### src/rtl/ipwr_pkg.sv
// ----------------------------------------------------------------------------
// ipwr_pkg
// Shared types and constants for the pulse-width infrared message receiver.
// ----------------------------------------------------------------------------
package ipwr_pkg;

  // configuration port
  localparam int CFG_W     = 11;
  localparam int CFG_IDX_W = 3;
  localparam int LEN_W     = 11;
  localparam int CNT_W     = 8;

  typedef enum logic [CFG_IDX_W-1:0] {
    REG_ZERO_MIN    = 3'd0,
    REG_ZERO_MAX    = 3'd1,
    REG_ONE_MIN     = 3'd2,
    REG_ONE_MAX     = 3'd3,
    REG_SYNC_MIN    = 3'd4,
    REG_SYNC_MAX    = 3'd5,
    REG_SYNCS_DATA  = 3'd6,
    REG_SYNCS_DONE  = 3'd7
  } cfg_reg_t;

  // register reset values
  localparam logic [LEN_W-1:0] ZERO_MIN_RST   = 11'd50;
  localparam logic [LEN_W-1:0] ZERO_MAX_RST   = 11'd350;
  localparam logic [LEN_W-1:0] ONE_MIN_RST    = 11'd400;
  localparam logic [LEN_W-1:0] ONE_MAX_RST    = 11'd700;
  localparam logic [LEN_W-1:0] SYNC_MIN_RST   = 11'd750;
  localparam logic [LEN_W-1:0] SYNC_MAX_RST   = 11'd1250;
  localparam logic [CNT_W-1:0] SYNCS_DATA_RST = 8'd5;
  localparam logic [CNT_W-1:0] SYNCS_DONE_RST = 8'd10;

  localparam logic [7:0] FILL_BYTE = 8'hFF;
  localparam logic [3:0] BITS_PER_BYTE = 4'd8;

  typedef enum logic [2:0] {
    PC_NONE = 3'd0,
    PC_ZERO = 3'd1,
    PC_ONE  = 3'd2,
    PC_SYNC = 3'd3,
    PC_BAD  = 3'd4
  } pulse_class_t;

  // classified request from the front to the back
  typedef struct packed {
    logic         release_req;
    pulse_class_t cls;
  } item_t;

  // one result
  typedef struct packed {
    pulse_class_t cls;
    logic         stored;
    logic [1:0]   index;
    logic [7:0]   value;
    logic         done;
    logic         ok;
    logic         pending;
  } result_t;

endpackage

### src/rtl/ir_pulse_width_message_receiver_core.sv
// ----------------------------------------------------------------------------
// ir_pulse_width_message_receiver_core
// Decodes pulse-width infrared frames from timestamped line edges.
// ----------------------------------------------------------------------------
// Flow: a taken request goes into the middle queue, and the frame logic takes
// it when the result queue has room; that queue's head drives the result ports.
// Throughput: one request per cycle while full is low; the front classifier and
// the frame state logic each decide a request combinationally.
// Reset: rst clears all frame state, slots and queues, and loads the
// register defaults; the block takes requests in the cycle after reset.
module ir_pulse_width_message_receiver_core #(
  parameter int PAYLOAD_BYTES = 3
) (
  input  logic                           clk,
  input  logic                           rst,
  input  logic                           push,
  output logic                           full,
  input  logic                           op,
  input  logic                           level,
  input  logic [7:0]                     timestamp,
  output logic                           empty,
  input  logic                           pop,
  output logic [2:0]                     pulse_class,
  output logic                           byte_stored,
  output logic [1:0]                     byte_index,
  output logic [7:0]                     byte_value,
  output logic                           message_done,
  output logic                           checksum_ok,
  output logic                           pending,
  input  logic                           cfg_write,
  input  logic [ipwr_pkg::CFG_IDX_W-1:0] cfg_index,
  input  logic [ipwr_pkg::CFG_W-1:0]     cfg_data
);

  import ipwr_pkg::*;

  localparam int QUEUE_DEPTH = 2;

  item_t   front_item;
  item_t   mid_item;
  result_t back_result;
  result_t out_result;
  logic    accept;
  logic    mid_empty;
  logic    out_full;
  logic    back_go;

  assign accept  = push && !full;
  assign back_go = !mid_empty && !out_full;

  // front: timing and classification
  ipwr_front u_front (
    .clk       (clk),
    .rst       (rst),
    .cfg_write (cfg_write),
    .cfg_index (cfg_index),
    .cfg_data  (cfg_data),
    .accept    (accept),
    .op        (op),
    .level     (level),
    .timestamp (timestamp),
    .item      (front_item)
  );

  // queue between classifier and frame logic
  ipwr_fifo #(
    .WIDTH ($bits(item_t)),
    .DEPTH (QUEUE_DEPTH)
  ) u_mid_fifo (
    .clk   (clk),
    .rst   (rst),
    .push  (accept),
    .wdata (front_item),
    .full  (full),
    .pop   (back_go),
    .rdata (mid_item),
    .empty (mid_empty)
  );

  // back: frame state
  ipwr_back #(
    .PAYLOAD_BYTES (PAYLOAD_BYTES)
  ) u_back (
    .clk       (clk),
    .rst       (rst),
    .cfg_write (cfg_write),
    .cfg_index (cfg_index),
    .cfg_data  (cfg_data),
    .go        (back_go),
    .item      (mid_item),
    .result    (back_result)
  );

  // result queue
  ipwr_fifo #(
    .WIDTH ($bits(result_t)),
    .DEPTH (QUEUE_DEPTH)
  ) u_out_fifo (
    .clk   (clk),
    .rst   (rst),
    .push  (back_go),
    .wdata (back_result),
    .full  (out_full),
    .pop   (pop),
    .rdata (out_result),
    .empty (empty)
  );

  // result fields
  assign pulse_class  = out_result.cls;
  assign byte_stored  = out_result.stored;
  assign byte_index   = out_result.index;
  assign byte_value   = out_result.value;
  assign message_done = out_result.done;
  assign checksum_ok  = out_result.ok;
  assign pending      = out_result.pending;

endmodule

### src/rtl/ipwr_fifo.sv
// ----------------------------------------------------------------------------
// ipwr_fifo
// Small synchronous queue; push and pop may happen in the same cycle.
// ----------------------------------------------------------------------------
module ipwr_fifo #(
  parameter int WIDTH = 8,
  parameter int DEPTH = 2
) (
  input  logic             clk,
  input  logic             rst,
  input  logic             push,
  input  logic [WIDTH-1:0] wdata,
  output logic             full,
  input  logic             pop,
  output logic [WIDTH-1:0] rdata,
  output logic             empty
);

  localparam int AW = (DEPTH > 1) ? $clog2(DEPTH) : 1;
  localparam int CW = $clog2(DEPTH + 1);

  logic [WIDTH-1:0] mem [DEPTH];
  logic [AW-1:0]    wr_ptr;
  logic [AW-1:0]    rd_ptr;
  logic [CW-1:0]    count;
  logic             push_ok;
  logic             pop_ok;

  assign full    = (count == CW'(DEPTH));
  assign empty   = (count == '0);
  assign push_ok = push && !full;
  assign pop_ok  = pop && !empty;
  assign rdata   = mem[rd_ptr];

  // storage
  always_ff @(posedge clk) begin
    if (push_ok) begin
      mem[wr_ptr] <= wdata;
    end
  end

  // pointers and fill level
  always_ff @(posedge clk) begin
    if (rst) begin
      wr_ptr <= '0;
      rd_ptr <= '0;
      count  <= '0;
    end else begin
      if (push_ok) begin
        wr_ptr <= (wr_ptr == AW'(DEPTH - 1)) ? '0 : wr_ptr + 1'b1;
      end
      if (pop_ok) begin
        rd_ptr <= (rd_ptr == AW'(DEPTH - 1)) ? '0 : rd_ptr + 1'b1;
      end
      if (push_ok && !pop_ok) begin
        count <= count + 1'b1;
      end else if (pop_ok && !push_ok) begin
        count <= count - 1'b1;
      end
    end
  end

endmodule

### src/rtl/ipwr_front.sv
// ----------------------------------------------------------------------------
// ipwr_front
// Takes line edges and releases, measures low pulses and classifies them.
// ----------------------------------------------------------------------------
module ipwr_front (
  input  logic                           clk,
  input  logic                           rst,
  input  logic                           cfg_write,
  input  logic [ipwr_pkg::CFG_IDX_W-1:0] cfg_index,
  input  logic [ipwr_pkg::CFG_W-1:0]     cfg_data,
  input  logic                           accept,
  input  logic                           op,
  input  logic                           level,
  input  logic [7:0]                     timestamp,
  output ipwr_pkg::item_t                item
);

  import ipwr_pkg::*;

  logic [LEN_W-1:0] zero_min;
  logic [LEN_W-1:0] zero_max;
  logic [LEN_W-1:0] one_min;
  logic [LEN_W-1:0] one_max;
  logic [LEN_W-1:0] sync_min;
  logic [LEN_W-1:0] sync_max;
  logic [7:0]       last_edge_time;
  logic [7:0]       ticks;
  logic [LEN_W-1:0] len;

  // threshold registers
  always_ff @(posedge clk) begin
    if (rst) begin
      zero_min <= ZERO_MIN_RST;
      zero_max <= ZERO_MAX_RST;
      one_min  <= ONE_MIN_RST;
      one_max  <= ONE_MAX_RST;
      sync_min <= SYNC_MIN_RST;
      sync_max <= SYNC_MAX_RST;
    end else if (cfg_write) begin
      unique case (cfg_reg_t'(cfg_index))
        REG_ZERO_MIN: zero_min <= cfg_data;
        REG_ZERO_MAX: zero_max <= cfg_data;
        REG_ONE_MIN:  one_min  <= cfg_data;
        REG_ONE_MAX:  one_max  <= cfg_data;
        REG_SYNC_MIN: sync_min <= cfg_data;
        REG_SYNC_MAX: sync_max <= cfg_data;
        default: ;
      endcase
    end
  end

  // every edge restarts the pulse timer, pending or not
  always_ff @(posedge clk) begin
    if (rst) begin
      last_edge_time <= '0;
    end else if (accept && !op) begin
      last_edge_time <= timestamp;
    end
  end

  // pulse length in us, 8 us per tick with 8-bit wrap
  assign ticks = timestamp - last_edge_time;
  assign len   = {ticks, 3'b000};

  // classification, first match wins
  always_comb begin
    item.release_req = op;
    item.cls         = PC_NONE;
    if (!op && level) begin
      if (len > zero_min && len <= zero_max) begin
        item.cls = PC_ZERO;
      end else if (len > one_min && len <= one_max) begin
        item.cls = PC_ONE;
      end else if (len > sync_min && len < sync_max) begin
        item.cls = PC_SYNC;
      end else begin
        item.cls = PC_BAD;
      end
    end
  end

endmodule

### src/rtl/ipwr_back.sv
// ----------------------------------------------------------------------------
// ipwr_back
// Frame state: sync counting, bit shifting, byte slots, checksum, release.
// ----------------------------------------------------------------------------
module ipwr_back #(
  parameter int PAYLOAD_BYTES = 3
) (
  input  logic                           clk,
  input  logic                           rst,
  input  logic                           cfg_write,
  input  logic [ipwr_pkg::CFG_IDX_W-1:0] cfg_index,
  input  logic [ipwr_pkg::CFG_W-1:0]     cfg_data,
  input  logic                           go,
  input  ipwr_pkg::item_t                item,
  output ipwr_pkg::result_t              result
);

  import ipwr_pkg::*;

  localparam int SLOTS = PAYLOAD_BYTES + 1;
  localparam int SW    = $clog2(SLOTS);
  localparam logic [7:0] FILL_XOR = (PAYLOAD_BYTES % 2 == 1) ? FILL_BYTE : 8'h00;

  logic [CNT_W-1:0] syncs_data;
  logic [CNT_W-1:0] syncs_done;
  logic [CNT_W-1:0] sync_count;
  logic [CNT_W-1:0] sync_count_next;
  logic [7:0]       shift_byte;
  logic [7:0]       shift_byte_next;
  logic [3:0]       bit_count;
  logic [3:0]       bit_count_next;
  logic [SW-1:0]    write_slot;
  logic [SW-1:0]    write_slot_next;
  logic             held;
  logic             held_next;
  logic [7:0]       chk;
  logic [7:0]       chk_next;
  logic [7:0]       slots [SLOTS];
  logic             store;
  logic [SW-1:0]    store_slot;
  logic             fill;
  logic [SW+1:0]    slot_ext;

  // frame count registers
  always_ff @(posedge clk) begin
    if (rst) begin
      syncs_data <= SYNCS_DATA_RST;
      syncs_done <= SYNCS_DONE_RST;
    end else if (cfg_write) begin
      unique case (cfg_reg_t'(cfg_index))
        REG_SYNCS_DATA: syncs_data <= cfg_data[CNT_W-1:0];
        REG_SYNCS_DONE: syncs_done <= cfg_data[CNT_W-1:0];
        default: ;
      endcase
    end
  end

  // next frame state and the result of this request
  always_comb begin
    sync_count_next = sync_count;
    shift_byte_next = shift_byte;
    bit_count_next  = bit_count;
    write_slot_next = write_slot;
    held_next       = held;
    chk_next        = chk;
    store           = 1'b0;
    store_slot      = '0;
    fill            = 1'b0;
    result          = '0;
    result.cls      = PC_NONE;

    if (item.release_req) begin
      // release acts only while a message is held
      if (held) begin
        result.ok = (chk == 8'h00);
        fill      = (chk == 8'h00);
        held_next = 1'b0;
        if (chk == 8'h00) begin
          chk_next = slots[SLOTS-1] ^ FILL_XOR;
        end
      end
    end else if (item.cls != PC_NONE && !held) begin
      result.cls = item.cls;
      case (item.cls) inside
        PC_ZERO, PC_ONE: begin
          if (sync_count > syncs_data) begin
            shift_byte_next = {shift_byte[6:0], (item.cls == PC_ONE)};
            bit_count_next  = bit_count + 1'b1;
          end
        end
        PC_SYNC: begin
          if (sync_count != {CNT_W{1'b1}}) begin
            sync_count_next = sync_count + 1'b1;
          end
          if (write_slot != '0) begin
            if (sync_count_next > syncs_done) begin
              held_next       = 1'b1;
              sync_count_next = '0;
              write_slot_next = '0;
              result.done     = 1'b1;
              result.ok       = (chk == 8'h00);
            end
          end else begin
            shift_byte_next = '0;
            bit_count_next  = '0;
            write_slot_next = '0;
          end
        end
        default: begin
          sync_count_next = '0;
        end
      endcase

      // a complete byte goes to the current slot
      if (sync_count_next > syncs_data && bit_count_next == BITS_PER_BYTE) begin
        store          = 1'b1;
        store_slot     = write_slot_next;
        bit_count_next = '0;
        chk_next       = chk ^ slots[write_slot_next] ^ shift_byte_next;
        result.stored  = 1'b1;
        result.value   = shift_byte_next;
        if (write_slot_next < SW'(PAYLOAD_BYTES)) begin
          write_slot_next = write_slot_next + 1'b1;
        end
      end
    end
    slot_ext       = (SW + 2)'(store_slot);
    result.pending = held_next;
    result.index   = slot_ext[1:0];
  end

  // state update
  always_ff @(posedge clk) begin
    if (rst) begin
      sync_count <= '0;
      shift_byte <= '0;
      bit_count  <= '0;
      write_slot <= '0;
      held       <= 1'b0;
      chk        <= '0;
    end else if (go) begin
      sync_count <= sync_count_next;
      shift_byte <= shift_byte_next;
      bit_count  <= bit_count_next;
      write_slot <= write_slot_next;
      held       <= held_next;
      chk        <= chk_next;
    end
  end

  // message slots; the last one holds the checksum byte
  always_ff @(posedge clk) begin
    if (rst) begin
      for (int i = 0; i < SLOTS; i++) begin
        slots[i] <= '0;
      end
    end else if (go) begin
      if (fill) begin
        for (int i = 0; i < PAYLOAD_BYTES; i++) begin
          slots[i] <= FILL_BYTE;
        end
      end else if (store) begin
        slots[store_slot] <= shift_byte_next;
      end
    end
  end

endmodule

### config.mk
export PLATFORM = sky130hd
export DESIGN_NAME = ir_pulse_width_message_receiver_core
export DESIGN_NICKNAME = d
export VERILOG_FILES = /design/src/rtl/ipwr_pkg.sv /design/src/rtl/ir_pulse_width_message_receiver_core.sv /design/src/rtl/ipwr_fifo.sv /design/src/rtl/ipwr_front.sv /design/src/rtl/ipwr_back.sv
export SDC_FILE = /design/constraint.sdc
export NUM_CORES = 1
export LEC_CHECK = 0
export BUFFER_PORTS_ARGS = -buffer_cell sky130_fd_sc_hd__buf_2
export CORE_MARGIN = 2
export CORE_UTILIZATION = 45
export DETAILED_ROUTE_END_ITERATION = 7
export PLACE_DENSITY_LB_ADDON = 0.25
export SLEW_MARGIN = 0
export SYNTH_ARGS = -nofsm -noshare
export SYNTH_HDL_FRONTEND = slang
export SYNTH_SLANG_ARGS = --single-unit
### constraint.sdc
create_clock -name clk -period 6.8 [get_ports clk]
set_input_delay 0 -clock clk [delete_from_list [all_inputs] [get_ports clk]]
set_output_delay 0 -clock clk [all_outputs]
set_load 0.005 [all_outputs]
==> impl_metrics.json, run 1 <==
{
  "avgRoutedWirePerCell_um": 16.67,
  "finalClockSkew_ns": 0.007141,
  "maxSlewHeadroom_pct": 31.01,
  "timing.final.hold_violations": 0,
  "crit_path_top_delay_cell": "dfxtp_1",
  "h-tree-depth": 1,
  "viasPerCell": 5.403,
  "grt_pass1_vias": 8337,
  "grt_max_degree": 97,
  "antenna_left": 0,
  "timing.rr.start": "u_back.sync_count[0]",
  "critPathCaptureType": "flip-flop",
  "setup_tns_ns": 0,
  "critPathMaxStageDelay_ns": 0.56,
  "num_vias": 8586,
  "crit_arrival_ns": 6.32,
  "cts_tree": "built",
  "cts-root-buf": "clkbuf_16",
  "clock_latency_ns": 0.51,
  "rsz0062_at_grt": "no",
  "yosysWarnings": 0,
  "p_sw_w": 0.001079,
  "diodes": 0,
  "tightestPinTransition_ns": 1.035,
  "clk_pin_slew_ns": 0.06,
  "r2r_slack_ns": 0.68,
  "die_area_um2": 25840,
  "pre_cts_slack_ns": 0.6856,
  "combPwrFrac_pct": 23.9,
  "powerDensity_nw_per_um2": 290.0,
  "critical_path_class": "flip-flop to flip-flop",
  "crit_family": "simple AND/OR/NAND/NOR gates",
  "async_flop_share_pct": 0,
  "internal-power_w": 0.002598,
  "fin_crit_ns": 6.121,
  "synth_edf_count": 74,
  "startpoint": "u_back.sync_count[0]",
  "start_kind": "flip-flop",
  "synth_cell_types": 67,
  "die_w_um": 160.8,
  "layout.nets": 1362,
  "grt.total_usage_pct": 20.54,
  "wl_um": 26500,
  "cts_buffer_depth": 3,
  "crit_required_ns": 7.00,
  "hold_start": "push",
  "numCtsBuffers": 23,
  "ys_ff_latch": 205,
  "setup_viol": 0,
  "drc": 0,
  "drive_above_1_share_pct": 11.78,
  "dr.pass1.iters": 6,
  "crit_fanout": 12,
  "post-route-period-util_pct": 90.02,
  "area_delta_synth_final_pct": 14.68,
  "rows": 57,
  "utilization_pct": 52.30,
  "grt_pass1_wl_um": 43260,
  "io_pins": 48,
  "portBuffers": 47,
  "place_hpwl_um": 18720,
  "clock-sinks": 205,
  "die-height_um": 160.8,
  "initial_utilization_pct": 45.60,
  "ir_drop_mv": 0.1667,
  "seq_area_frac_synth_pct": 43.81,
  "antenna_found_initial": 0,
  "path_buf_inv": 3,
  "maxCapViolCount": 0,
  "power_frac_clock_pct": 35.2,
  "max_clock_freq_ghz": 0.1634,
  "slew_viol_final": 0,
  "routabilityCongestion": 0.8298,
  "seq_power_share_pct": 40.9,
  "drt_iter0_markers": 658,
  "synthCells": 1189,
  "outcome": "finished clean",
  "core_area_um2": 24250,
  "syn_area_per_cell_um2": 9.300,
  "grt-ovfl-total": 0,
  "syn_area_um2": 11060,
  "hp-class": "primary input to flip-flop",
  "power_switching_share_pct": 29.36,
  "finalWorstSetupSlack_ns": 0.6790,
  "ys.flop_type": "dfxtp_1",
  "p_leak_nw": 5.167,
  "synth_fp_nets": 1302
}
==> worst paths after layout <==
kind | endpoint | cells past startpoint
worst max-delay path | u_back.slots[2][7] | 27
worst min-delay path | u_mid_fifo.mem[1][2] | 2
worst max register to register | u_back.slots[2][7] | 27
worst min register to register | u_front.zero_max[0] | 2
==> flip-flops by register name, summed over array words and instances, names as in the netlist, 2 cells and up, named ones only <==
| signal | cells |
|---|---|
| u_back.bit_count | 4 |
| u_back.sync_count | 8 |
| u_back.slots | 32 |
| u_back.syncs_data | 8 |
| u_out_fifo.count | 2 |
| u_out_fifo.mem | 34 |
| u_mid_fifo.mem | 8 |
| u_back.write_slot | 2 |
| u_back.shift_byte | 8 |
| u_front.one_max | 11 |
| u_front.last_edge_time | 8 |
| u_front.zero_max | 11 |
| u_front.zero_min | 11 |
| u_back.syncs_done | 8 |
| u_front.one_min | 11 |
| u_front.sync_min | 11 |
| u_front.sync_max | 11 |
| u_back.chk | 8 |
| u_mid_fifo.count | 2 |
==> cell usage in the layout, fill, tap and decap left out, types with 6 or more instances in the layout <==
cell,count
nand2_1,143
dfxtp_1,131
nor2_1,118
inv_1,89
ha_1,83
a21oi_1,78
edfxtp_1,74
o21ai_0,47
buf_2,46
mux2i_1,39
dlygate4sd3_1,31
a21o_1,29
clkbuf_16,24
a211o_1,23
xnor2_1,20
mux2_2,20
nand4_1,18
xor2_1,17
nor2b_1,17
a22oi_1,15
nor3_1,14
buf_4,14
nand2b_1,13
nand3_1,12
nand3b_1,11
o21a_1,10
o211ai_1,9
a211oi_1,8
and2_1,8
a211oi_2,7
and3_1,6
a32oi_1,6
==> cell usage after synthesis, drive strengths merged (15+ instances only) <==
cell type	n	share of area [%]
a21oi	78	3.5
clkbuf	48	1.7
mux2i	39	3.5
inv	90	3.1
nor3	15	0.68
edfxtp	74	20
mux2	20	2.0
a211o	23	1.8
xnor2	20	1.6
a211oi	15	1.3
xor2	17	1.3
a22oi	15	1.0
o21ai	51	2.3
nor2	119	4.1
nand2	147	5.0
ha	83	9.4
dfxtp	131	24
nor2b	17	0.96
nand4	18	1.0
a21o	29	2.0
==> power by group through the flow <==
stage	Combinational [W]	Clock, W	Sequential [W]
6_report	0.000879	0.00129	0.00150
5_1_grt	0.000984	0.00137	0.00152
4_1_cts	0.000883	0.00131	0.00150
3_5_place_dp	0.000863	0	0.00153
3_3_place_gp	0.000852	0	0.00152
2_1_floorplan	0.000618	0	0.00149
==> stage by stage <==
step,instances,area [um2],total power [W],hold WS (ns)
2_1_floorplan,1189,11060,0.002108,0.09887
3_3_place_gp,1517,11560,0.002376,0.2599
3_5_place_dp,1517,11560,0.002393,0.2609
4_1_cts,1589,12680,0.003702,0.006422
5_1_grt,1589,12680,0.003873,0.02113
6_report,1589,12680,0.003677,0.03382
==> worst register-to-register path: stages, from the launching register on <==
cell and delay (ns):
dfxtp_1 0.56, ha_1 0.31, nand4_1 0.30, nand2_1 0.19, inv_1 0.06, nand3_1 0.09, xor2_1 0.27, inv_1 0.09
ha_1 0.28, nand4_1 0.11, nor2_1 0.17, a21oi_1 0.08, o21ai_0 0.31, nand2_1 0.32, nor2_1 0.16, o21ai_0 0.09
o31a_1 0.15, ha_1 0.19, nor2b_1 0.11, o211ai_1 0.09, a21o_1 0.16, a221o_1 0.35, a221oi_4 0.30, nand3_1 0.12
buf_4 0.19, nor2_1 0.23, nand3_1 0.29, nand2_2 0.26
==> cell type report <==
class / instances / area, um2
tap: 324 / 405.4
clock inverter: 10 / 133.9
inverter: 91 / 341.6
sequential: 205 / 4845
fill: 2267 / 11570
multi-input combinational: 837 / 5643
timing repair buffer: 91 / 645.6
clock buffer: 31 / 666.9
==> cell families after synthesis <==
logic type | count (synthesis) | synth area share (%)
AND/OR/NAND/NOR | 391 | 16.32
flip-flops | 205 | 43.81
AO/OA/AOI/OAI | 266 | 16.55
multiplexers | 59 | 5.567
XOR/XNOR | 37 | 2.931
buffers and inverters | 147 | 5.250
adder cells (fa/ha/maj) | 84 | 9.572
==> metal layers <==
layer	global-route usage [%]	routed length, um
met1	28.30	12690
met3	3.796	1436
met4	5.154	408
met2	33.52	11960
met5	0	0
==> repair_timing <==
action | 4_1_cts | 5_1_grt
setup buffers | 0 | 0
endpoints found under the setup margin | 0 | 16
resized for setup | 0 | 3
hold buffers | 31 | 0
hold endpoints to repair | 110 | 0
Power figures use the tool's default switching activity.
==> run 2: changes to the inputs <==
--- a/config.mk
+++ b/config.mk
@@ -5,11 +5,11 @@
 export SDC_FILE = /design/constraint.sdc
 export NUM_CORES = 1
 export LEC_CHECK = 0
-export BUFFER_PORTS_ARGS = -buffer_cell sky130_fd_sc_hd__buf_2
 export CORE_MARGIN = 2
 export CORE_UTILIZATION = 45
+export CTS_CLUSTER_DIAMETER = 120
 export DETAILED_ROUTE_END_ITERATION = 7
-export PLACE_DENSITY_LB_ADDON = 0.25
+export DONT_BUFFER_PORTS = 1
 export SLEW_MARGIN = 0
 export SYNTH_ARGS = -nofsm -noshare
 export SYNTH_HDL_FRONTEND = slang
==> impl_metrics.json, run 2 (synthesis results as in run 1) <==
{
  "whs_ns": 0.02356,
  "wl_um": 27400,
  "crit_path_top_delay_cell": "dfxtp_1",
  "tightestPinTransition_ns": 0.9903,
  "place_hpwl_um": 18800,
  "dr_wl_met3_um": 1589,
  "critPathMaxStageDelay_ns": 0.54,
  "slew_viol_final": 0,
  "finalClockSkew_ns": 0.009535,
  "m1WireLength_um": 13300,
  "cts_resized": 0,
  "largest_reg_flops": 34,
  "maxCapViolCount": 0,
  "grt_pass1_wl_um": 44440,
  "avgRoutedWirePerCell_um": 17.69,
  "p_leak_nw": 4.968,
  "dr.max_layer_used": "met4",
  "diodes": 0,
  "die-height_um": 160.8,
  "regMostFlops": "u_out_fifo.mem",
  "cts_buffer_depth": 3,
  "drt_iter0_markers": 532,
  "grt_max_degree": 136,
  "crit_fanout": 12,
  "cts_tree": "built",
  "clk_pin_slew_ns": 0.06,
  "stdcell_area_um2": 12490,
  "fin_crit_ns": 6.072,
  "clock-sinks": 205,
  "antenna_left": 0,
  "grt_pass1_vias": 8267,
  "die_w_um": 160.8,
  "io_pins": 48,
  "final_common_cell": "nand2_1",
  "grt-ovfl-total": 0,
  "antenna_found_initial": 0,
  "crit_arrival_ns": 6.26,
  "powerDensity_nw_per_um2": 289.7,
  "post-route-period-util_pct": 89.29,
  "rows": 57,
  "layout.nets": 1320,
  "die_area_um2": 25840,
  "top_regs": "u_out_fifo.mem (34), u_back.slots (32)",
  "reg2reg_depth": 25,
  "drc": 0,
  "numCtsBuffers": 24,
  "cts-root-buf": "clkbuf_16",
  "hp-class": "primary input to flip-flop",
  "h-tree-depth": 1,
  "portBuffers": 0,
  "rsz0062_at_grt": "no",
  "ir_drop_mv": 0.2121,
  "routabilityCongestion": 0.8535,
  "wl_met2_um": 11930,
  "setup_tns_ns": 0,
  "drive_above_1_share_pct": 7.837,
  "core_area_um2": 24250,
  "grt.total_usage_pct": 21.37,
  "initial_utilization_pct": 45.60,
  "dr.pass1.iters": 8,
  "crit_required_ns": 6.99,
  "maxSlewHeadroom_pct": 33.74,
  "critPathCaptureType": "flip-flop",
  "setup_viol": 0,
  "viasPerCell": 5.478,
  "critical_path_class": "flip-flop to flip-flop",
  "area_delta_synth_final_pct": 12.92,
  "clock_latency_ns": 0.51,
  "most-common-layout-cells": "145 x nand2_1, 131 x dfxtp_1, 118 x nor2_1, 89 x inv_1, 83 x ha_1",
  "start_kind": "flip-flop",
  "holdPathStages": 3,
  "p_total_w": 0.003617,
  "post_dp_cell_area_um2": 11320,
  "nFillCells": 2262,
  "num_vias": 8485,
  "max_clock_freq_ghz": 0.1647,
  "outcome": "finished clean",
  "timing.final.hold_violations": 0
}
[run 2: changes by cell type in the layout (fill, tap and decap cells not counted), moves of 2 or more]
cell / before / now
buf_2: 46 / 0
buf_4: 14 / 12
clkbuf_1: 3 / 6
clkbuf_8: 4 / 0
clkinv_1: 1 / 5
dlygate4sd3_1: 31 / 35
nand2_1: 143 / 145
nand2_2: 4 / 2
[run 2: repair_timing]
item	4_1_cts	5_1_grt
hold endpoints to repair	159	0
hold buffers	36	0
buffers inserted	0	0
[run 2: cell type report]
| cell class | instances | area, um2 | share of cell area, % |
|---|---|---|---|
| multi-input cells | 837 | 5638 | 45.15 |
| well taps | 324 | 405.4 | 3.246 |
| clock buffers | 31 | 648.1 | 5.190 |
| inverters | 91 | 341.6 | 2.735 |
| clock inverters | 13 | 141.4 | 1.132 |
| repair buffers | 48 | 467.9 | 3.747 |
| flip-flops and latches | 205 | 4845 | 38.80 |
[run 2: critical path: cells and delay by family (launching register included)]
kind,cells,cell delay (ns)
DFF,1,0.54
and+or+nand+nor,11,2.18
buffers and inverters,3,0.32
xor gates and xnor gates,1,0.21
adders and majority gates,3,0.90
AOI/OAI and AO/OA,7,1.59
[run 2: per-stage QoR]
stage               setup WS, ns  util, %  std cells
global placement          0.8753    46.68       1469
global route              0.1485    51.50       1549
floorplan                  1.708        -       1189
detailed placement        0.8083    46.68       1469
finish                    0.7280    51.50       1549
CTS                       0.7836    51.50       1549
[run 2: metal layers]
layer,GRT usage (%),vias to the layer above
li1,-,4229
met1,31.07,3989
met2,33.11,222
met3,3.538,45
met4,5.682,0
met5,0,-
[run 2: final timing paths]
check / from / to / slack, ns
worst min-delay path: push / u_mid_fifo.wr_ptr / 0.02
worst max register to register: u_back.sync_count[0] / u_back.slots[2][1] / 0.73
worst max-delay path: u_back.sync_count[0] / u_back.slots[2][1] / 0.73
worst min register to register: u_back.syncs_done[6] / u_back.syncs_done[6] / 0.45
[run 2: report_power, final]
| group | internal [W] | switching, W |
|---|---|---|
| combinational | 0.000334 | 0.000491 |
| clock | 0.000785 | 0.000504 |
| sequential | 0.00142 | 0.0000840 |
